==> src/design/ddo_pkg.sv <==
// ----------------------------------------------------------------------------
// ddo_pkg: shared types, constants and microprogram for odometry core
// Holds the control word layout, the datapath select codes, fixed-point
// constants and the microcode table that the sequencer steps through.
// ----------------------------------------------------------------------------
package ddo_pkg;

    // Field widths
    localparam int CFG_W  = 16;  // configuration registers
    localparam int SPD_W  = 17;  // wheel speed sum / difference, signed Q9.8
    localparam int OP_W   = 34;  // multiplier operand width, signed
    localparam int PROD_W = 64;  // kept product bits, signed
    localparam int Z_W    = 32;  // folded angle and its square, Q2.30
    localparam int POS_W  = 32;  // position, signed Q16.16
    localparam int HDG_W  = 16;  // heading output
    localparam int SHA_W  = 6;   // shift amount in the rounder
    localparam int ANG_SHIFT_BASE = 47;  // dang shift is this minus angle bits

    // Register reset values
    localparam logic [CFG_W-1:0] RST_RADIUS = 16'd1966;
    localparam logic [CFG_W-1:0] RST_INVTRK = 16'd18204;
    localparam logic [CFG_W-1:0] RST_TSTEP  = 16'd1507;

    // Fixed-point constants (Q30)
    localparam logic signed [OP_W-1:0] INV_PI_Q30 = 34'sd341782638;
    localparam logic signed [OP_W-1:0] SIN_A      = 34'sd1686629713;
    localparam logic signed [OP_W-1:0] SIN_B      = 34'sd688904866;
    localparam logic signed [OP_W-1:0] SIN_C      = 34'sd76016977;

    // Angle folding limits, 2^30 = pi/2
    localparam logic signed [Z_W:0] HALF_PI_33 = 33'sd1073741824;
    localparam logic signed [Z_W:0] PI_33      = 33'sd2147483648;
    localparam logic [31:0]         QUARTER_TURN = 32'h4000_0000;

    // Position saturation limits
    localparam logic signed [POS_W-1:0] POS_MAX = 32'sh7FFF_FFFF;
    localparam logic signed [POS_W-1:0] POS_MIN = 32'sh8000_0000;

    // Configuration register indexes
    typedef enum logic [1:0] {
        CFG_RADIUS = 2'd0,
        CFG_INVTRK = 2'd1,
        CFG_TSTEP  = 2'd2
    } t_cfg_idx;

    // Sequencer states
    typedef enum logic {
        ST_IDLE,
        ST_RUN
    } t_seq_state;

    // Microcode program counter
    localparam int UPC_W = 6;
    typedef logic [UPC_W-1:0] t_upc;
    localparam t_upc UPC_TRIG = 6'd18;  // start of trig / accumulate routine
    localparam t_upc UPC_LOOP = 6'd33;  // end of routine, jumps back once
    localparam t_upc UPC_LAST = 6'd34;  // final step, hands off the word

    // Sequencing op
    typedef enum logic [1:0] {
        SQ_NEXT,
        SQ_LOOP,
        SQ_DONE
    } t_sq_op;

    // Multiplier operand A select
    typedef enum logic [2:0] {
        OPA_RADIUS,
        OPA_T,
        OPA_Z,
        OPA_Z2,
        OPA_VD
    } t_opa;

    // Multiplier operand B select
    typedef enum logic [2:0] {
        OPB_DIFF,
        OPB_SUM,
        OPB_INVTRK,
        OPB_TSTEP,
        OPB_INVPI,
        OPB_Z,
        OPB_C,
        OPB_T
    } t_opb;

    // Rounder shift select
    typedef enum logic [2:0] {
        SH_0,
        SH_16,
        SH_17,
        SH_20,
        SH_30,
        SH_38,
        SH_ANG
    } t_shs;

    // Writeback destination
    typedef enum logic [3:0] {
        DST_NONE,
        DST_T,
        DST_HEAD,
        DST_VD,
        DST_FOLD,
        DST_Z2,
        DST_TB,
        DST_TA,
        DST_ACC
    } t_dst;

    // One control word
    typedef struct packed {
        t_sq_op sq;
        t_upc   target;
        logic   mul_en;
        t_opa   opa;
        t_opb   opb;
        logic   sh_en;
        t_shs   shs;
        logic   rnd;
        t_dst   dst;
    } t_uop;

    localparam t_uop UOP_NOP = '{
        sq: SQ_NEXT, target: '0, mul_en: 1'b0, opa: OPA_RADIUS, opb: OPB_DIFF,
        sh_en: 1'b0, shs: SH_0, rnd: 1'b0, dst: DST_NONE
    };

    // Sequencer to datapath control bundle
    typedef struct packed {
        logic load;  // latch the accepted input word
        logic pass;  // 0: cos -> x, 1: sin -> y
        t_uop uop;
    } t_dp_ctl;

    // Control word builders
    function automatic t_uop u_mul(input t_opa a, input t_opb b);
        t_uop u;
        u        = UOP_NOP;
        u.mul_en = 1'b1;
        u.opa    = a;
        u.opb    = b;
        return u;
    endfunction

    function automatic t_uop u_sh(input t_shs s, input logic r);
        t_uop u;
        u       = UOP_NOP;
        u.sh_en = 1'b1;
        u.shs   = s;
        u.rnd   = r;
        return u;
    endfunction

    function automatic t_uop u_dst(input t_dst d);
        t_uop u;
        u     = UOP_NOP;
        u.dst = d;
        return u;
    endfunction

    // Microprogram. Each multiply takes three steps: issue, round, write back.
    function automatic t_uop ddo_ucode(input t_upc pc);
        t_uop u;
        u = UOP_NOP;
        unique case (pc)
            // turn step: p = rnd(R*D*I >> 16)
            6'd0:  u = u_mul(OPA_RADIUS, OPB_DIFF);
            6'd1:  u = u_sh(SH_0, 1'b0);
            6'd2:  u = u_dst(DST_T);
            6'd3:  u = u_mul(OPA_T, OPB_INVTRK);
            6'd4:  u = u_sh(SH_16, 1'b1);
            6'd5:  u = u_dst(DST_T);
            // q = rnd(p*T >> 20)
            6'd6:  u = u_mul(OPA_T, OPB_TSTEP);
            6'd7:  u = u_sh(SH_20, 1'b1);
            6'd8:  u = u_dst(DST_T);
            // heading += rnd(q/pi scaled)
            6'd9:  u = u_mul(OPA_T, OPB_INVPI);
            6'd10: u = u_sh(SH_ANG, 1'b1);
            6'd11: u = u_dst(DST_HEAD);
            // travel step: vd = rnd(R*S*T >> 17)
            6'd12: u = u_mul(OPA_RADIUS, OPB_SUM);
            6'd13: u = u_sh(SH_0, 1'b0);
            6'd14: u = u_dst(DST_T);
            6'd15: u = u_mul(OPA_T, OPB_TSTEP);
            6'd16: u = u_sh(SH_17, 1'b1);
            6'd17: u = u_dst(DST_VD);
            // trig routine, run for cos then sin
            6'd18: u = u_dst(DST_FOLD);
            6'd19: u = u_mul(OPA_Z, OPB_Z);
            6'd20: u = u_sh(SH_30, 1'b0);
            6'd21: u = u_dst(DST_Z2);
            6'd22: u = u_mul(OPA_Z2, OPB_C);
            6'd23: u = u_sh(SH_30, 1'b0);
            6'd24: u = u_dst(DST_TB);
            6'd25: u = u_mul(OPA_Z2, OPB_T);
            6'd26: u = u_sh(SH_30, 1'b0);
            6'd27: u = u_dst(DST_TA);
            6'd28: u = u_mul(OPA_Z, OPB_T);
            6'd29: u = u_sh(SH_30, 1'b1);
            6'd30: u = u_dst(DST_T);
            // position step
            6'd31: u = u_mul(OPA_VD, OPB_T);
            6'd32: u = u_sh(SH_38, 1'b1);
            6'd33: begin
                u        = u_dst(DST_ACC);
                u.sq     = SQ_LOOP;
                u.target = UPC_TRIG;
            end
            6'd34: u.sq = SQ_DONE;
            default: u = UOP_NOP;
        endcase
        return u;
    endfunction

endpackage

==> src/design/ddo_sequencer.sv <==
// ----------------------------------------------------------------------------
// ddo_sequencer: microcode step counter for the odometry core
// Accepts an input word, steps the microprogram, runs the trig routine twice
// through one conditional jump, and hands off when the output register frees.
// ----------------------------------------------------------------------------
module ddo_sequencer import ddo_pkg::*; (
    input  logic    i_clk,
    input  logic    i_rst_n,
    input  logic    i_in_valid,
    output logic    o_in_ready,
    input  logic    i_out_free,
    output logic    o_done,
    output t_dp_ctl o_ctl
);

    t_seq_state r_state, n_state;
    t_upc       r_pc, n_pc;
    logic       r_pass, n_pass;
    t_uop       uop;

    // control word lookup
    always_comb begin
        uop = ddo_ucode(r_pc);
    end

    // next state
    always_comb begin
        n_state = r_state;
        n_pc    = r_pc;
        n_pass  = r_pass;
        unique case (r_state)
            ST_IDLE: begin
                if (i_in_valid) begin
                    n_state = ST_RUN;
                    n_pc    = '0;
                    n_pass  = 1'b0;
                end
            end
            ST_RUN: begin
                unique case (uop.sq)
                    SQ_NEXT: n_pc = r_pc + t_upc'(1);
                    SQ_LOOP: begin
                        if (!r_pass) begin
                            n_pc   = uop.target;
                            n_pass = 1'b1;
                        end else begin
                            n_pc = r_pc + t_upc'(1);
                        end
                    end
                    SQ_DONE: begin
                        if (i_out_free) begin
                            n_state = ST_IDLE;
                        end
                    end
                    default: n_state = ST_IDLE;
                endcase
            end
            default: n_state = ST_IDLE;
        endcase
    end

    // outputs
    always_comb begin
        o_in_ready = 1'b0;
        o_done     = 1'b0;
        o_ctl.load = 1'b0;
        o_ctl.pass = r_pass;
        o_ctl.uop  = UOP_NOP;
        unique case (r_state)
            ST_IDLE: begin
                o_in_ready = 1'b1;
                o_ctl.load = i_in_valid;
            end
            ST_RUN: begin
                o_ctl.uop = uop;
                o_done    = (uop.sq == SQ_DONE) && i_out_free;
            end
            default: begin
                o_in_ready = 1'b0;
            end
        endcase
    end

    // state registers
    always_ff @(posedge i_clk) begin
        if (!i_rst_n) begin
            r_state <= ST_IDLE;
            r_pc    <= '0;
            r_pass  <= 1'b0;
        end else begin
            r_state <= n_state;
            r_pc    <= n_pc;
            r_pass  <= n_pass;
        end
    end

    // an accepted word starts the program at its first step on the cos pass
    a_start: assert property (@(posedge i_clk) disable iff (!i_rst_n)
        (r_state == ST_IDLE && i_in_valid) |=>
            (r_state == ST_RUN && r_pc == '0 && !r_pass))
        else $error("sequencer did not start program on accept");

    // the step counter never runs past the program
    a_pc_range: assert property (@(posedge i_clk) disable iff (!i_rst_n)
        (r_state == ST_RUN) |-> (r_pc <= UPC_LAST))
        else $error("step counter outside program");

    // the sin pass begins only from the loop step
    a_pass: assert property (@(posedge i_clk) disable iff (!i_rst_n)
        $rose(r_pass) |-> ($past(r_pc) == UPC_LOOP))
        else $error("pass flag set outside loop step");

    // after hand-off the sequencer is back in idle
    a_done: assert property (@(posedge i_clk) disable iff (!i_rst_n)
        o_done |=> (r_state == ST_IDLE))
        else $error("sequencer kept running after hand-off");

endmodule

==> src/design/ddo_datapath.sv <==
// ----------------------------------------------------------------------------
// ddo_datapath: shared multiplier, rounder and accumulators
// One signed multiplier with a product register, a rounding shifter with its
// own register, working registers, heading and saturating x/y accumulators.
// ----------------------------------------------------------------------------
module ddo_datapath import ddo_pkg::*; #(
    parameter int ANGLE_BITS = 16
) (
    input  logic                     i_clk,
    input  logic                     i_rst_n,
    input  t_dp_ctl                  i_ctl,
    input  logic signed [15:0]       i_right_speed,
    input  logic signed [15:0]       i_left_speed,
    input  logic [CFG_W-1:0]         i_wheel_radius,
    input  logic [CFG_W-1:0]         i_inverse_track,
    input  logic [CFG_W-1:0]         i_time_step,
    output logic signed [POS_W-1:0]  o_pos_x,
    output logic signed [POS_W-1:0]  o_pos_y,
    output logic signed [HDG_W-1:0]  o_heading
);

    localparam int ANG_SHIFT = ANG_SHIFT_BASE - ANGLE_BITS;
    localparam int ACC_W     = OP_W + 1;

    // working registers
    logic signed [SPD_W-1:0]  r_d, r_s;
    logic signed [PROD_W-1:0] r_prod;
    logic signed [OP_W-1:0]   r_sh;
    logic signed [OP_W-1:0]   r_t;
    logic signed [OP_W-1:0]   r_vd;
    logic signed [Z_W-1:0]    r_z;
    logic signed [Z_W-1:0]    r_z2;
    logic [ANGLE_BITS-1:0]    r_head;
    logic signed [POS_W-1:0]  r_acc_x, r_acc_y;

    logic signed [OP_W-1:0]   op_a, op_b;
    logic signed [2*OP_W-1:0] full;
    logic [SHA_W-1:0]         sh_amt;
    logic signed [PROD_W-1:0] half, rsum, shifted;
    logic [31:0]              a32, ang_sel;
    logic signed [Z_W:0]      ang33, fold_w;
    logic signed [ACC_W-1:0]  acc_sum;
    logic signed [POS_W-1:0]  acc_sel, acc_sat;

    // operand A select
    always_comb begin
        unique case (i_ctl.uop.opa)
            OPA_RADIUS: op_a = {{(OP_W-CFG_W){1'b0}}, i_wheel_radius};
            OPA_T:      op_a = r_t;
            OPA_Z:      op_a = OP_W'(r_z);
            OPA_Z2:     op_a = OP_W'(r_z2);
            OPA_VD:     op_a = r_vd;
            default:    op_a = '0;
        endcase
    end

    // operand B select
    always_comb begin
        unique case (i_ctl.uop.opb)
            OPB_DIFF:   op_b = OP_W'(r_d);
            OPB_SUM:    op_b = OP_W'(r_s);
            OPB_INVTRK: op_b = {{(OP_W-CFG_W){1'b0}}, i_inverse_track};
            OPB_TSTEP:  op_b = {{(OP_W-CFG_W){1'b0}}, i_time_step};
            OPB_INVPI:  op_b = INV_PI_Q30;
            OPB_Z:      op_b = OP_W'(r_z);
            OPB_C:      op_b = SIN_C;
            OPB_T:      op_b = r_t;
            default:    op_b = '0;
        endcase
    end

    assign full = op_a * op_b;

    // rounding shifter: round half up, or plain arithmetic shift
    always_comb begin
        unique case (i_ctl.uop.shs)
            SH_0:    sh_amt = SHA_W'(0);
            SH_16:   sh_amt = SHA_W'(16);
            SH_17:   sh_amt = SHA_W'(17);
            SH_20:   sh_amt = SHA_W'(20);
            SH_30:   sh_amt = SHA_W'(30);
            SH_38:   sh_amt = SHA_W'(38);
            SH_ANG:  sh_amt = SHA_W'(ANG_SHIFT);
            default: sh_amt = SHA_W'(0);
        endcase
        if (i_ctl.uop.rnd && sh_amt != '0) begin
            half = PROD_W'(64'sd1) <<< (sh_amt - SHA_W'(1));
        end else begin
            half = '0;
        end
        rsum    = r_prod + half;
        shifted = rsum >>> sh_amt;
    end

    // binary angle and fold into [-pi/2, pi/2]; pass 0 takes the cosine
    always_comb begin
        a32     = {r_head, {(32-ANGLE_BITS){1'b0}}};
        ang_sel = i_ctl.pass ? a32 : a32 + QUARTER_TURN;
        ang33   = (Z_W+1)'($signed(ang_sel));
        if (ang33 > HALF_PI_33) begin
            fold_w = PI_33 - ang33;
        end else if (ang33 < -HALF_PI_33) begin
            fold_w = -PI_33 - ang33;
        end else begin
            fold_w = ang33;
        end
    end

    // saturating accumulate for the selected axis
    always_comb begin
        acc_sel = i_ctl.pass ? r_acc_y : r_acc_x;
        acc_sum = ACC_W'(acc_sel) + ACC_W'(r_sh);
        if (acc_sum > ACC_W'(POS_MAX)) begin
            acc_sat = POS_MAX;
        end else if (acc_sum < ACC_W'(POS_MIN)) begin
            acc_sat = POS_MIN;
        end else begin
            acc_sat = acc_sum[POS_W-1:0];
        end
    end

    // datapath registers
    always_ff @(posedge i_clk) begin
        if (i_ctl.load) begin
            r_d <= SPD_W'(i_right_speed) - SPD_W'(i_left_speed);
            r_s <= SPD_W'(i_right_speed) + SPD_W'(i_left_speed);
        end
        if (i_ctl.uop.mul_en) begin
            r_prod <= full[PROD_W-1:0];
        end
        if (i_ctl.uop.sh_en) begin
            r_sh <= shifted[OP_W-1:0];
        end
        unique case (i_ctl.uop.dst)
            DST_T:    r_t  <= r_sh;
            DST_VD:   r_vd <= r_sh;
            DST_FOLD: r_z  <= fold_w[Z_W-1:0];
            DST_Z2:   r_z2 <= r_sh[Z_W-1:0];
            DST_TB:   r_t  <= SIN_B - r_sh;
            DST_TA:   r_t  <= SIN_A - r_sh;
            default: begin
            end
        endcase
    end

    // heading and position state
    always_ff @(posedge i_clk) begin
        if (!i_rst_n) begin
            r_head  <= '0;
            r_acc_x <= '0;
            r_acc_y <= '0;
        end else begin
            unique case (i_ctl.uop.dst)
                DST_HEAD: r_head <= r_head + r_sh[ANGLE_BITS-1:0];
                DST_ACC: begin
                    if (i_ctl.pass) begin
                        r_acc_y <= acc_sat;
                    end else begin
                        r_acc_x <= acc_sat;
                    end
                end
                default: begin
                end
            endcase
        end
    end

    assign o_pos_x   = r_acc_x;
    assign o_pos_y   = r_acc_y;
    assign o_heading = a32[31:32-HDG_W];

endmodule

==> src/design/diff_drive_odometry_core.sv <==
// ----------------------------------------------------------------------------
// diff_drive_odometry_core: differential drive odometry, top level
// Integrates wheel speed words into heading and saturating x/y position.
// ----------------------------------------------------------------------------
// Each accepted word of right/left wheel speed (Q8.8 rad/s) advances the
// heading binary angle and the Q16.16 x/y position, and produces one result
// word with x, y and heading. The microprogram steps through the word on one
// shared 34x34 multiplier, every multiply costing an issue, a rounding and a
// writeback step, with the sine routine run once for x and once for y. The
// sequencer then returns to idle before it takes the next word, so a new word
// is not taken while the previous one is in work. A new word is accepted once
// the previous one has been handed to the output register, so a result may
// wait there while the next word is already in work; the last step of that
// word holds until the output register is free again.
// Configuration writes take effect at once and belong in idle time.
module diff_drive_odometry_core import ddo_pkg::*; #(
    parameter int ANGLE_BITS = 16
) (
    input  logic                     i_clk,
    input  logic                     i_rst_n,
    input  logic                     i_cfg_wr_en,
    input  logic [1:0]               i_cfg_index,
    input  logic [CFG_W-1:0]         i_cfg_data,
    input  logic                     i_in_valid,
    output logic                     o_in_ready,
    input  logic signed [15:0]       i_right_speed,
    input  logic signed [15:0]       i_left_speed,
    output logic                     o_out_valid,
    input  logic                     i_out_ready,
    output logic signed [POS_W-1:0]  o_pos_x,
    output logic signed [POS_W-1:0]  o_pos_y,
    output logic signed [HDG_W-1:0]  o_heading
);

    logic [CFG_W-1:0]        r_wheel_radius, r_inverse_track, r_time_step;
    logic                    r_out_valid;
    logic signed [POS_W-1:0] r_pos_x, r_pos_y;
    logic signed [HDG_W-1:0] r_heading;
    logic                    out_free, done;
    t_dp_ctl                 ctl;
    logic signed [POS_W-1:0] dp_x, dp_y;
    logic signed [HDG_W-1:0] dp_heading;

    // configuration registers
    always_ff @(posedge i_clk) begin
        if (!i_rst_n) begin
            r_wheel_radius  <= RST_RADIUS;
            r_inverse_track <= RST_INVTRK;
            r_time_step     <= RST_TSTEP;
        end else if (i_cfg_wr_en) begin
            unique case (t_cfg_idx'(i_cfg_index))
                CFG_RADIUS: r_wheel_radius  <= i_cfg_data;
                CFG_INVTRK: r_inverse_track <= i_cfg_data;
                CFG_TSTEP:  r_time_step     <= i_cfg_data;
                default: begin
                end
            endcase
        end
    end

    assign out_free = !r_out_valid || i_out_ready;

    ddo_sequencer u_seq (
        .i_clk      (i_clk),
        .i_rst_n    (i_rst_n),
        .i_in_valid (i_in_valid),
        .o_in_ready (o_in_ready),
        .i_out_free (out_free),
        .o_done     (done),
        .o_ctl      (ctl)
    );

    ddo_datapath #(
        .ANGLE_BITS (ANGLE_BITS)
    ) u_dp (
        .i_clk           (i_clk),
        .i_rst_n         (i_rst_n),
        .i_ctl           (ctl),
        .i_right_speed   (i_right_speed),
        .i_left_speed    (i_left_speed),
        .i_wheel_radius  (r_wheel_radius),
        .i_inverse_track (r_inverse_track),
        .i_time_step     (r_time_step),
        .o_pos_x         (dp_x),
        .o_pos_y         (dp_y),
        .o_heading       (dp_heading)
    );

    // output word register
    always_ff @(posedge i_clk) begin
        if (!i_rst_n) begin
            r_out_valid <= 1'b0;
        end else if (done) begin
            r_out_valid <= 1'b1;
        end else if (i_out_ready) begin
            r_out_valid <= 1'b0;
        end
    end

    always_ff @(posedge i_clk) begin
        if (done) begin
            r_pos_x   <= dp_x;
            r_pos_y   <= dp_y;
            r_heading <= dp_heading;
        end
    end

    assign o_out_valid = r_out_valid;
    assign o_pos_x     = r_pos_x;
    assign o_pos_y     = r_pos_y;
    assign o_heading   = r_heading;

endmodule

==> config.mk <==
export PLATFORM = sky130hd
export DESIGN_NAME = diff_drive_odometry_core
export DESIGN_NICKNAME = d
export VERILOG_FILES = /design/src/design/ddo_pkg.sv /design/src/design/ddo_sequencer.sv /design/src/design/ddo_datapath.sv /design/src/design/diff_drive_odometry_core.sv
export SDC_FILE = /design/constraint.sdc
export NUM_CORES = 2
export LEC_CHECK = 0
export ABC_AREA = 0
export BUFFER_PORTS_ARGS = -buffer_cell sky130_fd_sc_hd__buf_2
export CORE_UTILIZATION = 45
export CTS_CLUSTER_DIAMETER = 80
export DETAILED_ROUTE_END_ITERATION = 6
export PLACE_DENSITY_LB_ADDON = 0.05
export SLEW_MARGIN = 40
export SYNTH_ARGS = -nofsm -noshare
export SYNTH_HDL_FRONTEND = slang
export SYNTH_HIERARCHICAL = 1
export SYNTH_SLANG_ARGS = --single-unit
==> constraint.sdc <==
create_clock -name i_clk -period 19.7 [get_ports i_clk]
set_input_delay 0.985 -clock i_clk [delete_from_list [all_inputs] [get_ports i_clk]]
set_output_delay 0.985 -clock i_clk [all_outputs]
set_load 0.01 [all_outputs]
## Yosys cells after proc, flatten, opt, wreduce, memory -nomap -nowiden

Index checks and enable logic that the tools add are counted.
Widths: inputs -> output; s select.

- Output and inout bits: 82
- Word-level logic and storage cells: 162
- Bits in registers: 481

- Mux-type cells: 30
- Shifts and indexed selects: 2
- Equal/unequal tests: 66
- Order comparisons: 4
- Bitwise gates (word level): 2
- Multiply operators: 1
- Reductions and logical operators: 24
- Add/sub/neg operators: 12

Operators with widths:

| kind | number |
|---|---|
| $pmux 21 s26 | 1 |
| $pmux 34 s8 | 1 |
| $mux 32 | 6 |
| $pmux 34 s5 | 1 |
| $pmux 34 s3 | 1 |
| $eq 6x5->1 const B | 16 |
| $add 64x64->64 | 1 |
| $mul 34x34->64 | 1 |
| $mux 64 | 1 |
| $sshl 2x6->64 const A | 1 |
| $sshr 64x6->34 | 1 |
| $sub 32x32->32 const A | 2 |
| $eq 6x4->1 const B | 8 |
| $pmux 6 s6 | 1 |
| $add 32x34->35 | 1 |
| $gt 35x32->1 const B | 1 |
| $lt 35x32->1 const B | 1 |
| $sub 31x34->34 const A | 1 |
| $sub 32x34->34 const A | 1 |
| $add 32x31->32 const B | 1 |
| $gt 32x32->1 const B | 1 |
| $lt 32x31->1 const B | 1 |
| $eq 3x3->1 const B | 8 |
| $eq 6x3->1 const B | 4 |
| 38 further kinds | 79 |

## Depth between registers and ports, before layout

- Word-level depth: 11
- Depth in mapped cells: 46
- Depth with buffers taken out: 41

## Hierarchy

The synthesis kept the hierarchy.

By module, submodules not included:

| module | seq. area each (µm²) | times used | area an instance (µm²) | cells an instance |
|---|---|---|---|---|
| ddo_datapath | 9018.6 | 1 | 63626.0 | 7146 |
| diff_drive_odometry_core | 3383.2 | 1 | 4380.5 | 277 |
| ddo_sequencer | 160.2 | 1 | 1104.8 | 161 |

## Worst setup path before layout

No wires, ideal clock.

- Path type: reg-to-reg
- Start: reg u_seq.r_pc[0]
- End: reg u_dp.r_prod[62] (data pin)
- Arrival: 9948 ps
- Path buffers: 4
- Clock period less this slack: 10224 ps
- Slack: 9476 ps
- Stages on the path, launching flop included: 43
- Library setup time: 276 ps
- Cell sequence: dfxtp_1 -> ha_1 -> buf_2 -> mux2_2 -> a22oi_1 -> nor3_1 -> o2bb2ai_1 -> buf_2 -> clkinv_1 -> nor3_1 -> nand2_1 -> o21ai_0 -> o21ai_0 -> a21oi_1 -> o22a_1 -> clkbuf_1 -> clkbuf_1 -> nand2_1 -> [7 not listed] -> inv_1 -> fa_1 -> fa_1 -> inv_1 -> fa_1 -> inv_1 -> ha_1 -> a21o_1 -> a21o_1 -> a21o_1 -> a21o_1 -> a221o_1 -> a31oi_1 -> o21ai_0 -> a21oi_1 -> o21ai_0 -> nor3b_1 -> a211oi_1

RTL lines:

| what | RTL line | RTL |
|---|---|---|
| start: declaration | ddo_sequencer.sv:17 | `t_upc r_pc, n_pc;` |
| start signal: assignment | ddo_sequencer.sv:92 | `r_pc <= n_pc;` |
| end signal: assignment | ddo_datapath.sv:129 | `r_prod <= full[PROD_W-1:0];` |
| end: declaration | ddo_datapath.sv:27 | `logic signed [PROD_W-1:0] r_prod;` |

==> metrics.md <==
| Metric | Value |
|---|---|
| Fin Setup TNS | 0 ns |
| Slew @ Worst Pin | 1.05 ns |
| Via count | 55339 |
| Initial drt markers | 4631 |
| Slowest cell delay on critical path | 0.81 ns |
| WP data arrival | 13.40 ns |
| Slowest stage cell, crit path | nand2_1 |
| Final Hold Fails | 0 |
| Rows | 143 |
| Slew headroom | 29.5% |
| Initial antenna violation count | 14 |
| Die area | 0.155 mm^2 |
| Syn_area_per_cell | 9.12 um^2 |
| PostCTS Resize Cnt | 0 |
| Fillcell total | 14589 |
| Die width | 394 um |
| Most frequent cells in the layout | 1297 x inv_1, 1197 x fa_1, 851 x nor2_1 |
| Clock Path Buffers | 3 |
| Unrepaired setup endpoints after global routing | false |
| Top Ports | 137 |
| Gpl congestion | 0.975 |
| Pins Over Slew Limit | 0 |
| P&R area growth vs syn | 8.84% |
| DRT antenna net count | 0 |
| Synth Warn # | 6 |
| Vias in the first global route | 56902 |
| Largest net degree at the start of global routing | 87 |
| Crit path max-delay family | adder cells |
| CORE AREA | 0.152 mm^2 |
| Latest clock arrival within the worst-skew pair | 0.68 ns |
| Crit path time final | 13.04 ns |
| CTS clk-pin slew, worst paths | 0.06 ns |
| 1st-pass router iterations | 6 |
| Wire length per cell | 26.0 um |
| Num CTS Buffers | 57 |
| Commonest non-fill, non-tap cell in the layout | inv_1 |
| Crit. End Element | flop |
| Mapped Area | 0.0691 mm^2 |
| # nets final | 9209 |
| Crit start category | flop |
| Multi-input logic area | 0.0510 mm^2 |
| Reg area | 0.0126 mm^2 |
| Cells after Synth | 7576 |
| CP max FO | 45 |
| WP buf/inv | 11 |
| DRC violations left | 0 |
| DIE HEIGHT | 394 um |
| GRT Total Usage | 33.0% |
| Total setup buffers inserted after CTS | 0 |
| Max-Cap Viols | 0 |
| Vias/cell | 5.71 |
| Initial core utilization | 45.4% |
| Clock sink total | 464 |
| CTS tree | built |
| Outcome | finished clean |
| Clock H-tree levels | 2 |
| Total wire length | 252000 um |
| Root Buffer | clkbuf_16 |
| Endpoints failing setup | 0 |
| Hold Crit Class | flop to flop |
| Crit Path Class | flop to flop |
| First-pass GRT wire length | 378000 um |
| Required time of the worst setup path | 20.06 ns |
| I/O Buffers | 136 |
| Final Skew | 0.0459 ns |
| Share of cells above drive strength 1 | 8.09% |
| Final period util | 66.2% |
| FMAX | 76.7 MHz |
| Gr ovfl total | 0 |
| Hold Buf Count CTS | 0 |
| Detailed placement HPWL | 196000 um |
## stage by stage
step	setup WS (ns)	hold slack (ns)	util (%)	instance area, um^2	instances
after floorplan	9.48	0.406	-	69300	7632
after global placement	6.96	0.427	47.9	72800	9565
after detailed placement	6.84	0.436	48.0	73100	9576
after CTS	6.78	0.433	49.4	75100	9681
after global routing	5.89	0.456	49.4	75200	9683
final	6.66	0.457	49.4	75200	9686
## state kept, by name, summed over array words and instances, names as in the netlist, 6 cells and up
register         flops
o_heading           16
o_pos_x             32
o_pos_y             32
r_inverse_track     16
r_time_step         16
r_wheel_radius      16
u_dp/o_heading      16
u_dp/o_pos_x        32
u_dp/o_pos_y        32
u_dp/r_d            17
u_dp/r_prod         64
u_dp/r_s            16
u_dp/r_sh           34
u_dp/r_t            34
u_dp/r_vd           34
u_dp/r_z            16
u_dp/r_z2           32
u_seq/r_pc           6
## path summary, 6_finish.rpt
path / slack [ns] / startpoint / endpoint / depth (start not counted)
max: 6.66 / u_seq/r_pc[0] / u_dp/r_prod[41] / 39
min: 0.46 / u_dp/o_pos_y[5] / o_pos_y[5] / 0
max reg2reg: 6.66 / u_seq/r_pc[0] / u_dp/r_prod[41] / 39
min reg2reg: 0.46 / u_dp/o_pos_y[5] / o_pos_y[5] / 0
## layer usage
| metal | global-route usage, % | share of wire, % |
|---|---|---|
| met2 | 50.9 | 44 |
| met1 | 45.4 | 42 |
| met5 | 0 | 0.013 |
| met3 | 5.96 | 8.1 |
| met4 | 14.5 | 5.3 |
## layout make-up
cell class                      instances  share of cell area (%)
Antenna cell                            4                  0.0133
Timing Repair Buffer                  309                    2.77
Inverter                             1302                    6.50
Clock inverter                         39                   0.742
Clock buffer                           66                    1.96
Multi-Input combinational cell       5472                    67.9
Sequential cell                       464                    16.7
Tap cell                             2030                    3.38
Power is left out: the tool's default activity adds up to more than one toggle a clock period on the data nets, which glitch-free logic cannot reach.
